[config.mk]
export PLATFORM = sky130hd
export DESIGN_NAME = incremental_pid_deadband_core_flat
export DESIGN_NICKNAME = d
export VERILOG_FILES = /design/src/design/ipd_pkg.sv /design/src/design/ipd_req_if.sv /design/src/design/ipd_rsp_if.sv /design/src/design/ipd_csr.sv /design/src/design/ipd_front.sv /design/src/design/ipd_accum.sv /design/src/design/incremental_pid_deadband_core.sv /design/src/flat_wrapper.sv
export SDC_FILE = /design/constraint.sdc
export NUM_CORES = 2
export LEC_CHECK = 0
export BUFFER_PORTS_ARGS = -buffer_cell sky130_fd_sc_hd__buf_4
export CAP_MARGIN = 40
export CORE_ASPECT_RATIO = 1.2
export CORE_MARGIN = 5
export CORE_UTILIZATION = 45
export DETAILED_ROUTE_END_ITERATION = 8
export HOLD_SLACK_MARGIN = 0.15
export RECOVER_POWER = 50
export SYNTH_ARGS = -nofsm -noshare
export SYNTH_HDL_FRONTEND = slang
export SYNTH_HIERARCHICAL = 1
export SYNTH_SLANG_ARGS = --single-unit
[constraint.sdc]
create_clock -name clock -period 32.8 [get_ports clock]
set_clock_uncertainty 0.2 [all_clocks]
set_input_delay 3.28 -clock clock [delete_from_list [all_inputs] [get_ports clock]]
set_output_delay 3.28 -clock clock [all_outputs]
set_load 0.05 [all_outputs]
[src/design/ipd_pkg.sv]
// Shared types, widths and reset values for the incremental PID deadband core.
// No dependencies; every other design file refers to this package by scoped names.
package ipd_pkg;

   // payload and arithmetic widths
   localparam int DATA_W  = 16;          // target, measured, drive, gains, period
   localparam int CNT_W   = DATA_W + 1;  // tick count plus carry for the compare
   localparam int ERR_W   = 17;          // target - measured
   localparam int D1_W    = 18;          // first difference of the error
   localparam int D2_W    = 19;          // second difference of the error
   localparam int PROD_W  = 35;          // gain times difference, exact
   localparam int INC_W   = 36;          // sum of the three products
   localparam int SUM_W   = 37;          // drive plus increment before the clamp
   localparam int ACC_W   = 24;          // clamped drive in Q.8
   localparam int FRAC_W  = 8;           // fraction bits of the drive
   localparam int DB_W    = 8;
   localparam int LIMIT_W = 15;
   localparam int LIM_W   = LIMIT_W + FRAC_W;
   localparam int CSR_W   = 32;
   localparam int ADDR_W  = 5;

   // register reset values
   localparam logic signed [DATA_W-1:0]  GAIN_PROP_RST  = 16'sd128;
   localparam logic signed [DATA_W-1:0]  GAIN_INTEG_RST = 16'sd10;
   localparam logic signed [DATA_W-1:0]  GAIN_DERIV_RST = -16'sd38;
   localparam logic        [DB_W-1:0]    DEADBAND_RST   = 8'd3;
   localparam logic        [DATA_W-1:0]  PERIOD_RST     = 16'd20;
   localparam logic        [LIMIT_W-1:0] LIMIT_RST      = 15'd100;

   // register map, word index = paddr / 4
   typedef enum logic [2:0] {
      REG_GAIN_PROP  = 3'd0,
      REG_GAIN_INTEG = 3'd1,
      REG_GAIN_DERIV = 3'd2,
      REG_DEADBAND   = 3'd3,
      REG_PERIOD     = 3'd4,
      REG_LIMIT      = 3'd5
   } reg_index_type;

   typedef struct packed {
      logic signed [DATA_W-1:0] gain_prop;
      logic signed [DATA_W-1:0] gain_integ;
      logic signed [DATA_W-1:0] gain_deriv;
      logic        [DB_W-1:0]   deadband;
      logic        [DATA_W-1:0] update_period;
      logic        [LIMIT_W-1:0] out_limit;
   } cfg_type;

   // products stage to accumulator stage
   typedef struct packed {
      logic signed [PROD_W-1:0] p_term;
      logic signed [PROD_W-1:0] i_term;
      logic signed [PROD_W-1:0] d_term;
      logic                     db_hit;
      logic                     motor;
   } prod_type;

endpackage

[src/design/ipd_req_if.sv]
// Input channel: one timer tick word with setpoint, measurement and selects.
// Depends on ipd_pkg for the field widths.
interface ipd_req_if;
   logic                             valid;
   logic                             ready;
   logic signed [ipd_pkg::DATA_W-1:0] target;
   logic signed [ipd_pkg::DATA_W-1:0] measured;
   logic                             deadband_on;
   logic                             motor_sel;

   modport source (output valid, target, measured, deadband_on, motor_sel, input ready);
   modport sink   (input valid, target, measured, deadband_on, motor_sel, output ready);
endinterface

[src/design/ipd_rsp_if.sv]
// Result channel: one drive word per control update.
// Depends on ipd_pkg for the field widths.
interface ipd_rsp_if;
   logic                             valid;
   logic                             ready;
   logic signed [ipd_pkg::DATA_W-1:0] drive;
   logic                             motor_out;

   modport source (output valid, drive, motor_out, input ready);
   modport sink   (input valid, drive, motor_out, output ready);
endinterface

[src/design/ipd_csr.sv]
// APB-style register block holding gains, deadband, update period and limit.
// Depends on ipd_pkg.
module ipd_csr (
   input  logic                       clock,
   input  logic                       reset,
   input  logic                       psel,
   input  logic                       penable,
   input  logic                       pwrite,
   input  logic [ipd_pkg::ADDR_W-1:0] paddr,
   input  logic [ipd_pkg::CSR_W-1:0]  pwdata,
   output logic [ipd_pkg::CSR_W-1:0]  prdata,
   output logic                       pready,
   output ipd_pkg::cfg_type           cfg
);

   ipd_pkg::cfg_type       cfg_ff, cfg_in;
   ipd_pkg::reg_index_type index;
   logic                   wr_en;

   assign index  = ipd_pkg::reg_index_type'(paddr[ipd_pkg::ADDR_W-1:2]);
   assign wr_en  = psel & penable & pwrite;
   assign pready = 1'b1;
   assign cfg    = cfg_ff;

   // register write decode
   always_comb begin
      cfg_in = cfg_ff;
      if (wr_en) begin
         unique case (index)
            ipd_pkg::REG_GAIN_PROP:  cfg_in.gain_prop  = pwdata[ipd_pkg::DATA_W-1:0];
            ipd_pkg::REG_GAIN_INTEG: cfg_in.gain_integ = pwdata[ipd_pkg::DATA_W-1:0];
            ipd_pkg::REG_GAIN_DERIV: cfg_in.gain_deriv = pwdata[ipd_pkg::DATA_W-1:0];
            ipd_pkg::REG_DEADBAND:   cfg_in.deadband   = pwdata[ipd_pkg::DB_W-1:0];
            ipd_pkg::REG_PERIOD:     cfg_in.update_period = pwdata[ipd_pkg::DATA_W-1:0];
            ipd_pkg::REG_LIMIT:      cfg_in.out_limit  = pwdata[ipd_pkg::LIMIT_W-1:0];
            default: ;
         endcase
      end
   end

   always_ff @(posedge clock) begin
      if (reset) begin
         cfg_ff.gain_prop     <= ipd_pkg::GAIN_PROP_RST;
         cfg_ff.gain_integ    <= ipd_pkg::GAIN_INTEG_RST;
         cfg_ff.gain_deriv    <= ipd_pkg::GAIN_DERIV_RST;
         cfg_ff.deadband      <= ipd_pkg::DEADBAND_RST;
         cfg_ff.update_period <= ipd_pkg::PERIOD_RST;
         cfg_ff.out_limit     <= ipd_pkg::LIMIT_RST;
      end else begin
         cfg_ff <= cfg_in;
      end
   end

   // read-back, zero extended
   always_comb begin
      unique case (index)
         ipd_pkg::REG_GAIN_PROP:
            prdata = {{(ipd_pkg::CSR_W-ipd_pkg::DATA_W){1'b0}}, cfg_ff.gain_prop};
         ipd_pkg::REG_GAIN_INTEG:
            prdata = {{(ipd_pkg::CSR_W-ipd_pkg::DATA_W){1'b0}}, cfg_ff.gain_integ};
         ipd_pkg::REG_GAIN_DERIV:
            prdata = {{(ipd_pkg::CSR_W-ipd_pkg::DATA_W){1'b0}}, cfg_ff.gain_deriv};
         ipd_pkg::REG_DEADBAND:
            prdata = {{(ipd_pkg::CSR_W-ipd_pkg::DB_W){1'b0}}, cfg_ff.deadband};
         ipd_pkg::REG_PERIOD:
            prdata = {{(ipd_pkg::CSR_W-ipd_pkg::DATA_W){1'b0}}, cfg_ff.update_period};
         ipd_pkg::REG_LIMIT:
            prdata = {{(ipd_pkg::CSR_W-ipd_pkg::LIMIT_W){1'b0}}, cfg_ff.out_limit};
         default:
            prdata = '0;
      endcase
   end

endmodule

[src/design/ipd_front.sv]
// Tick counter, input register, error history and the three gain products.
// Depends on ipd_pkg and ipd_req_if.
module ipd_front (
   input  logic              clock,
   input  logic              reset,
   input  ipd_pkg::cfg_type  cfg,
   ipd_req_if.sink           req_chan,
   output logic              prod_valid,
   input  logic              prod_ready,
   output ipd_pkg::prod_type prod
);

   logic [ipd_pkg::DATA_W-1:0] tick_count_ff, tick_count_in;
   logic [ipd_pkg::CNT_W-1:0]  tick_next;
   logic                       update;
   logic                       accept;

   logic                              s1_valid_ff, s1_valid_in;
   logic signed [ipd_pkg::DATA_W-1:0] s1_target_ff, s1_measured_ff;
   logic                              s1_db_on_ff, s1_motor_ff;
   logic                              s1_move;

   logic signed [ipd_pkg::ERR_W-1:0] err_now_ff, err_prev_ff;
   logic signed [ipd_pkg::ERR_W-1:0] err_new;
   logic signed [ipd_pkg::D1_W-1:0]  diff1;
   logic signed [ipd_pkg::D2_W-1:0]  diff2;
   logic signed [ipd_pkg::ERR_W-1:0] db_lim;

   logic              prod_valid_ff, prod_valid_in;
   ipd_pkg::prod_type prod_ff, prod_in;

   // tick counting: an update when count+1 reaches the period
   assign tick_next     = {1'b0, tick_count_ff} + ipd_pkg::CNT_W'(1);
   assign update        = tick_next >= {1'b0, cfg.update_period};
   assign accept        = req_chan.valid & req_chan.ready;
   assign tick_count_in = update ? '0 : tick_next[ipd_pkg::DATA_W-1:0];

   // handshake: each stage loads when empty or when it hands on
   assign s1_move        = s1_valid_ff & (~prod_valid_ff | prod_ready);
   assign req_chan.ready = ~s1_valid_ff | s1_move;
   assign s1_valid_in    = (accept & update) | (s1_valid_ff & ~s1_move);
   assign prod_valid_in  = s1_move | (prod_valid_ff & ~prod_ready);

   // error and its differences against the history
   assign err_new = ipd_pkg::ERR_W'(s1_target_ff) - ipd_pkg::ERR_W'(s1_measured_ff);
   assign diff1   = ipd_pkg::D1_W'(err_new) - ipd_pkg::D1_W'(err_now_ff);
   assign diff2   = ipd_pkg::D2_W'(err_new) - (ipd_pkg::D2_W'(err_now_ff) <<< 1)
                    + ipd_pkg::D2_W'(err_prev_ff);
   assign db_lim  = $signed({{(ipd_pkg::ERR_W-ipd_pkg::DB_W){1'b0}}, cfg.deadband});

   // products, one multiplier per term
   always_comb begin
      prod_in.p_term = ipd_pkg::PROD_W'(cfg.gain_prop)  * ipd_pkg::PROD_W'(diff1);
      prod_in.i_term = ipd_pkg::PROD_W'(cfg.gain_integ) * ipd_pkg::PROD_W'(err_new);
      prod_in.d_term = ipd_pkg::PROD_W'(cfg.gain_deriv) * ipd_pkg::PROD_W'(diff2);
      prod_in.db_hit = s1_db_on_ff & (err_new >= -db_lim) & (err_new <= db_lim);
      prod_in.motor  = s1_motor_ff;
   end

   // control state
   always_ff @(posedge clock) begin
      if (reset) begin
         tick_count_ff <= '0;
         s1_valid_ff   <= 1'b0;
         prod_valid_ff <= 1'b0;
         err_now_ff    <= '0;
         err_prev_ff   <= '0;
      end else begin
         if (accept) begin
            tick_count_ff <= tick_count_in;
         end
         s1_valid_ff   <= s1_valid_in;
         prod_valid_ff <= prod_valid_in;
         if (s1_move) begin
            err_prev_ff <= err_now_ff;
            err_now_ff  <= err_new;
         end
      end
   end

   // payload registers
   always_ff @(posedge clock) begin
      if (accept & update & req_chan.ready) begin
         s1_target_ff   <= req_chan.target;
         s1_measured_ff <= req_chan.measured;
         s1_db_on_ff    <= req_chan.deadband_on;
         s1_motor_ff    <= req_chan.motor_sel;
      end
      if (s1_move) begin
         prod_ff <= prod_in;
      end
   end

   assign prod_valid = prod_valid_ff;
   assign prod       = prod_ff;

endmodule

[src/design/ipd_accum.sv]
// Drive accumulator: sums the increment, applies deadband and clamp, result register.
// Depends on ipd_pkg and ipd_rsp_if.
module ipd_accum (
   input  logic              clock,
   input  logic              reset,
   input  ipd_pkg::cfg_type  cfg,
   input  logic              prod_valid,
   output logic              prod_ready,
   input  ipd_pkg::prod_type prod,
   ipd_rsp_if.source         rsp_chan
);

   logic signed [ipd_pkg::ACC_W-1:0]  acc_ff, acc_in;
   logic signed [ipd_pkg::INC_W-1:0]  incr;
   logic signed [ipd_pkg::SUM_W-1:0]  sum;
   logic signed [ipd_pkg::SUM_W-1:0]  lim;
   logic signed [ipd_pkg::ACC_W-1:0]  acc_bias;
   logic signed [ipd_pkg::DATA_W-1:0] drive_in;
   logic                              take;

   logic                              rsp_valid_ff, rsp_valid_in;
   logic signed [ipd_pkg::DATA_W-1:0] drive_ff;
   logic                              motor_ff;

   assign prod_ready   = ~rsp_valid_ff | rsp_chan.ready;
   assign take         = prod_valid & prod_ready;
   assign rsp_valid_in = take | (rsp_valid_ff & ~rsp_chan.ready);

   // increment and new drive; deadband forces zero
   assign incr = ipd_pkg::INC_W'(prod.p_term) + ipd_pkg::INC_W'(prod.i_term)
                 + ipd_pkg::INC_W'(prod.d_term);
   assign sum  = prod.db_hit ? '0 : ipd_pkg::SUM_W'(acc_ff) + ipd_pkg::SUM_W'(incr);
   assign lim  = $signed({{(ipd_pkg::SUM_W-ipd_pkg::LIM_W){1'b0}},
                          cfg.out_limit, {ipd_pkg::FRAC_W{1'b0}}});

   // symmetric clamp, upper bound first
   always_comb begin
      priority if (sum >= lim) begin
         acc_in = lim[ipd_pkg::ACC_W-1:0];
      end else if (sum <= -lim) begin
         acc_in = -lim[ipd_pkg::ACC_W-1:0];
      end else begin
         acc_in = sum[ipd_pkg::ACC_W-1:0];
      end
   end

   // truncate toward zero: bias negatives by one less than a unit
   assign acc_bias = acc_in[ipd_pkg::ACC_W-1]
                     ? acc_in + ipd_pkg::ACC_W'((1 << ipd_pkg::FRAC_W) - 1) : acc_in;
   assign drive_in = ipd_pkg::DATA_W'(acc_bias >>> ipd_pkg::FRAC_W);

   always_ff @(posedge clock) begin
      if (reset) begin
         acc_ff       <= '0;
         rsp_valid_ff <= 1'b0;
      end else begin
         rsp_valid_ff <= rsp_valid_in;
         if (take) begin
            acc_ff <= acc_in;
         end
      end
   end

   always_ff @(posedge clock) begin
      if (take) begin
         drive_ff <= drive_in;
         motor_ff <= prod.motor;
      end
   end

   assign rsp_chan.valid     = rsp_valid_ff;
   assign rsp_chan.drive     = drive_ff;
   assign rsp_chan.motor_out = motor_ff;

endmodule

[src/design/incremental_pid_deadband_core.sv]
// Incremental PID with deadband: a tick word is accepted every cycle unless the result side stalls.
// An update tick gives its drive word after passing the input register, product
// register and result register; other ticks give nothing. Throughput is
// one tick per cycle, limited only by the result side taking words.
// Synchronous reset restores the register defaults and clears the tick count,
// error history and drive accumulator.
module incremental_pid_deadband_core (
   input  logic                       clock,
   input  logic                       reset,
   ipd_req_if.sink                    req_chan,
   ipd_rsp_if.source                  rsp_chan,
   input  logic                       psel,
   input  logic                       penable,
   input  logic                       pwrite,
   input  logic [ipd_pkg::ADDR_W-1:0] paddr,
   input  logic [ipd_pkg::CSR_W-1:0]  pwdata,
   output logic [ipd_pkg::CSR_W-1:0]  prdata,
   output logic                       pready
);

   ipd_pkg::cfg_type  cfg;
   ipd_pkg::prod_type prod;
   logic              prod_valid;
   logic              prod_ready;

   ipd_csr u_csr (
      .clock   (clock),
      .reset   (reset),
      .psel    (psel),
      .penable (penable),
      .pwrite  (pwrite),
      .paddr   (paddr),
      .pwdata  (pwdata),
      .prdata  (prdata),
      .pready  (pready),
      .cfg     (cfg)
   );

   ipd_front u_front (
      .clock      (clock),
      .reset      (reset),
      .cfg        (cfg),
      .req_chan   (req_chan),
      .prod_valid (prod_valid),
      .prod_ready (prod_ready),
      .prod       (prod)
   );

   ipd_accum u_accum (
      .clock      (clock),
      .reset      (reset),
      .cfg        (cfg),
      .prod_valid (prod_valid),
      .prod_ready (prod_ready),
      .prod       (prod),
      .rsp_chan   (rsp_chan)
   );

`ifndef NO_ASSERTIONS
   // drive word never exceeds the configured limit
   a_drive_limit: assert property (@(posedge clock) disable iff (reset)
      rsp_chan.valid |->
         ($signed(rsp_chan.drive) <= $signed({1'b0, cfg.out_limit})) &&
         ($signed(rsp_chan.drive) >= -$signed({1'b0, cfg.out_limit})))
      else $error("drive outside limit");

   // a stalled product word holds until the accumulator takes it
   a_prod_hold: assert property (@(posedge clock) disable iff (reset)
      (prod_valid && !prod_ready) |=> (prod_valid && $stable(prod)))
      else $error("product word lost while stalled");

   // accumulator never moves while a result word waits untaken
   a_no_overwrite: assert property (@(posedge clock) disable iff (reset)
      (rsp_chan.valid && !rsp_chan.ready) |-> !prod_ready)
      else $error("result word overwritten");
`endif

endmodule
[src/flat_wrapper.sv]
// flat-port wrapper written by rule: the top's interface ports become plain ports
module incremental_pid_deadband_core_flat 
  (clock, reset, psel, penable, pwrite, paddr, pwdata, prdata, pready, req_chan_valid, req_chan_target, req_chan_measured, req_chan_deadband_on, req_chan_motor_sel, req_chan_ready, rsp_chan_valid, rsp_chan_drive, rsp_chan_motor_out, rsp_chan_ready);
  ipd_req_if req_chan_i ();
  ipd_rsp_if rsp_chan_i ();
  input  logic clock;
  input  logic reset;
  input  logic psel;
  input  logic penable;
  input  logic pwrite;
  input  logic [ipd_pkg::ADDR_W-1:0] paddr;
  input  logic [ipd_pkg::CSR_W-1:0] pwdata;
  output logic [ipd_pkg::CSR_W-1:0] prdata;
  output logic pready;
  input wire logic [$bits(req_chan_i.valid)-1:0] req_chan_valid;
  input wire logic [$bits(req_chan_i.target)-1:0] req_chan_target;
  input wire logic [$bits(req_chan_i.measured)-1:0] req_chan_measured;
  input wire logic [$bits(req_chan_i.deadband_on)-1:0] req_chan_deadband_on;
  input wire logic [$bits(req_chan_i.motor_sel)-1:0] req_chan_motor_sel;
  output wire logic [$bits(req_chan_i.ready)-1:0] req_chan_ready;
  output wire logic [$bits(rsp_chan_i.valid)-1:0] rsp_chan_valid;
  output wire logic [$bits(rsp_chan_i.drive)-1:0] rsp_chan_drive;
  output wire logic [$bits(rsp_chan_i.motor_out)-1:0] rsp_chan_motor_out;
  input wire logic [$bits(rsp_chan_i.ready)-1:0] rsp_chan_ready;
  assign req_chan_i.valid = req_chan_valid;
  assign req_chan_i.target = req_chan_target;
  assign req_chan_i.measured = req_chan_measured;
  assign req_chan_i.deadband_on = req_chan_deadband_on;
  assign req_chan_i.motor_sel = req_chan_motor_sel;
  assign req_chan_ready = req_chan_i.ready;
  assign rsp_chan_valid = rsp_chan_i.valid;
  assign rsp_chan_drive = rsp_chan_i.drive;
  assign rsp_chan_motor_out = rsp_chan_i.motor_out;
  assign rsp_chan_i.ready = rsp_chan_ready;
  incremental_pid_deadband_core u_core (.clock(clock), .reset(reset), .req_chan(req_chan_i), .rsp_chan(rsp_chan_i), .psel(psel), .penable(penable), .pwrite(pwrite), .paddr(paddr), .pwdata(pwdata), .prdata(prdata), .pready(pready));
endmodule
==> reports/results.ini <==
[run_status]
outcome = finished, violations left
violations = max-capacitance violations, max-slew violations

[setup_path]
required_ns = 32.89
cp-start-kind = register
crit_arrival_ns = 12.33
crit_slowest_cell = clkbuf_1
cp_max_fo = 21
slowest_delay_ns = 1.16
critPathKind = reg -> reg
cp-end-kind = register
crit_path_frequent_cell = fa_1

[clock_tree]
hold_buffers = 0
ctsLongestPathBuffers = 3
cts-buffers-inserted = 40
clock_sinks = 319
htreeDepth = 2
cts-root-buf = clkbuf_16
clk_pin_slew_ns = 0.06
ctsResizeCount = 0
cts_tree = done
clk_latency_ns = 0.60
cts_setup_buffers = 0

[yosys]
synth_area_sq_mm = 0.0559
yosysWarnings = 6
syn_inst = 6204
synthArstFlopShare_pct = 0
synth_edf_count = 155
synth_seq_area_share_pct = 14.2
ys_ff_latch = 319
synth.avg_cell_area_sq_um = 9.01
synth_cell_types = 102
ys.flop_type = dfxtp_1

[timing]
final_max_slew_viol_count = 343
final-hold-violation-count = 0
fin_crit_sh_pct = 37.3
tns_ns = 0
slew_headroom_pct = -174
tightestPinTransition_ns = 4.11
fmax_mhz = 81.7
rsz0062_at_grt = no
period_needed_ns = 12.24
finalSetupViolations = 0

[drt]
vias = 42919
firstDrtPassIters = 5
routed_wl_microns = 156000
route.detailed.drc = 0
drt_iter0_drc = 2478
wl_per_cell_microns = 19.9
ant_nets = 0
routed_via_density = 5.45

[global_routing]
grt_antenna_before_repair = 4
grt_pass1_wl_microns = 251000
first_global_vias = 45314
grtUsageMet1_pct = 29.0
grt_use_met2_pct = 43.7
busiest_layer = met2
grt_overflow = 0
grt_use_met3_pct = 2.68
grtUsageTotal_pct = 23.9
grt_start_max_net_pins = 92

[final_layout]
insertedDiodeCount = 0
mostFrequentLayoutCells = 1070 x inv_1, 919 x fa_1, 720 x nand2_1, 472 x ha_1, 293 x and2_1
syn_to_final_growth_pct = 7.04
seq_area_sq_mm = 0.00794
layout-drive-gt1-share_pct = 5.47
final_cell_count_no_fill = 7873
layout_commonest_cell = inv_1
nFillCells = 11822
nNetsFinal = 7666
multi_input_area_sq_mm = 0.0429

[die]
num_io_pins = 130
coreArea_sq_mm = 0.123
design.die.area_sq_mm = 0.131
die_h_microns = 396
die_width_microns = 332
row_count = 141
initial_core_util_pct = 45.3

[pwr]
p_leak_nw = 27.4
irDropWorstVdd_mv = 0.0366
power.density_mw_per_mm2 = 22.5

[placed_design]
portBuffers = 94
dp_hpwl_microns = 125000
dpl.cell_count = 7799
gp_congestion = 0.902

[hold_path]
hold_class = reg -> reg

[flow_run]
maxCapViolations = 6

[cell type report]
| type | count | share of cell area (%) |
|---|---|---|
| inverters | 1072 | 6.72 |
| well taps | 1644 | 3.44 |
| repair buffers | 211 | 2.63 |
| clock buffers | 55 | 1.91 |
| clock inverters | 19 | 0.360 |
| flip-flops and latches | 319 | 13.3 |
| multi-input cells | 4553 | 71.7 |
[routing by layer]
layer,part of all wire (%),up-vias,routed length (microns)
li1,-,19903,-
met1,40,21711,62000
met2,51,1030,80200
met3,4.3,271,6790
met4,4.7,4,7410
met5,0.017,-,27
[report_power, final]
group | leakage, nW | switching (W) | internal, W
clock network | 0.658 | 0.000193 | 0.000264
logic | 24.0 | 0.000277 | 0.000177
registers | 2.71 | 0.00000176 | 0.000437
[synthesized netlist by cell type, types with 9 or more instances]
library cell | count | area [sq um]
clkbuf_1 | 207 | 777
mux2_2 | 23 | 259
a211oi_1 | 30 | 225
dfxtp_1 | 164 | 3280
nand4_1 | 47 | 294
a22oi_1 | 15 | 113
mux2i_1 | 82 | 821
xnor2_1 | 177 | 1550
buf_2 | 16 | 80.1
a21oi_1 | 285 | 1430
o211ai_1 | 34 | 255
inv_1 | 1071 | 4020
a21boi_0 | 14 | 105
xor2_1 | 70 | 613
buf_1 | 13 | 48.8
a31oi_1 | 29 | 181
o31ai_1 | 13 | 97.6
o21bai_1 | 26 | 195
or2_2 | 10 | 62.6
nand2b_1 | 110 | 688
and3_1 | 30 | 188
a31o_2 | 10 | 87.6
a32o_1 | 9 | 90.1
o21ai_0 | 185 | 926
nand2_1 | 720 | 2700
or3_1 | 14 | 87.6
o21a_1 | 47 | 353
and2_1 | 297 | 1860
nand3_1 | 147 | 736
fa_1 | 919 | 18400
nor4_1 | 18 | 113
a21o_1 | 89 | 668
nor3_1 | 72 | 360
nor2_1 | 245 | 920
o211a_1 | 11 | 110
o22ai_1 | 12 | 75.1
ha_1 | 472 | 5910
edfxtp_1 | 155 | 4650
buf_4 | 27 | 203
nor2b_1 | 97 | 607
[metrics by stage]
stage	util [%]	hold slack, ns	setup slack [ns]	power (W)	instance area (sq um)
finish	48.5	0.230	20.56	0.00135	59900
global route	48.5	0.238	20.11	0.00143	59900
CTS	48.6	0.234	21.41	0.00136	60000
detailed placement	47.5	0.221	21.48	0.000901	58600
global placement	47.4	0.204	21.48	0.000895	58400
floorplan	-	0.200	22.45	0.000773	56000
[final timing paths]
| path | startpoint | to | slack (ns) | cells past startpoint |
|---|---|---|---|---|
| max | u_core/u_front/s1_target_ff[0]$_DFFE_PP_ | u_core/u_front/prod[29]$_DFFE_PP_ | 20.56 | 36 |
| min | u_core/u_front/prod[0]$_DFFE_PP_ | u_core/u_accum/rsp_chan.motor_out$_DFFE_PP_ | 0.23 | 0 |
| max reg2reg | u_core/u_front/s1_target_ff[0]$_DFFE_PP_ | u_core/u_front/prod[29]$_DFFE_PP_ | 20.56 | 36 |
| min reg2reg | u_core/u_front/prod[0]$_DFFE_PP_ | u_core/u_accum/rsp_chan.motor_out$_DFFE_PP_ | 0.23 | 0 |
[sequential cells by signal, summed over array words and instances (netlist names)]
name	flops
u_core/u_front/prod	104
u_core/u_accum/acc_ff	24
u_core/u_front/err_now_ff	17
u_core/u_front/s1_measured_ff	16
u_core/u_csr/cfg	87
u_core/u_front/s1_valid_ff	1
u_core/u_front/s1_target_ff	16
u_core/u_accum/rsp_chan.drive	16
u_core/u_front/prod_valid	1
u_core/u_front/s1_db_on_ff	1
u_core/u_front/tick_count_ff	16
u_core/u_front/err_prev_ff	17
u_core/u_accum/rsp_chan.valid	1
u_core/u_accum/rsp_chan.motor_out	1
u_core/u_front/s1_motor_ff	1
[critical path: cells and delay by family (launching register included)]
kind | cells | cell delay, ns
AOI/OAI and AO/OA | 11 | 2.30
DFF | 1 | 0.35
xor gates and xnor gates | 2 | 0.67
adders and majority gates | 11 | 4.91
and+or+nand+nor | 6 | 2.08
buffers and inverters | 6 | 1.42
[cells by family after synthesis]
logic type                 Yosys count  share of synthesized area [%]
and+or+nand+nor                   1864                           16.4
buffers and inverters             1347                           9.43
AOI/OAI and AO/OA                  928                           10.7
DFF                                319                           14.2
muxes                              106                           1.95
adders and majority gates         1391                           43.5
other                                2                         0.0134
xor gates and xnor gates           247                           3.87
Note: power is estimated with default switching activity, not from simulation.
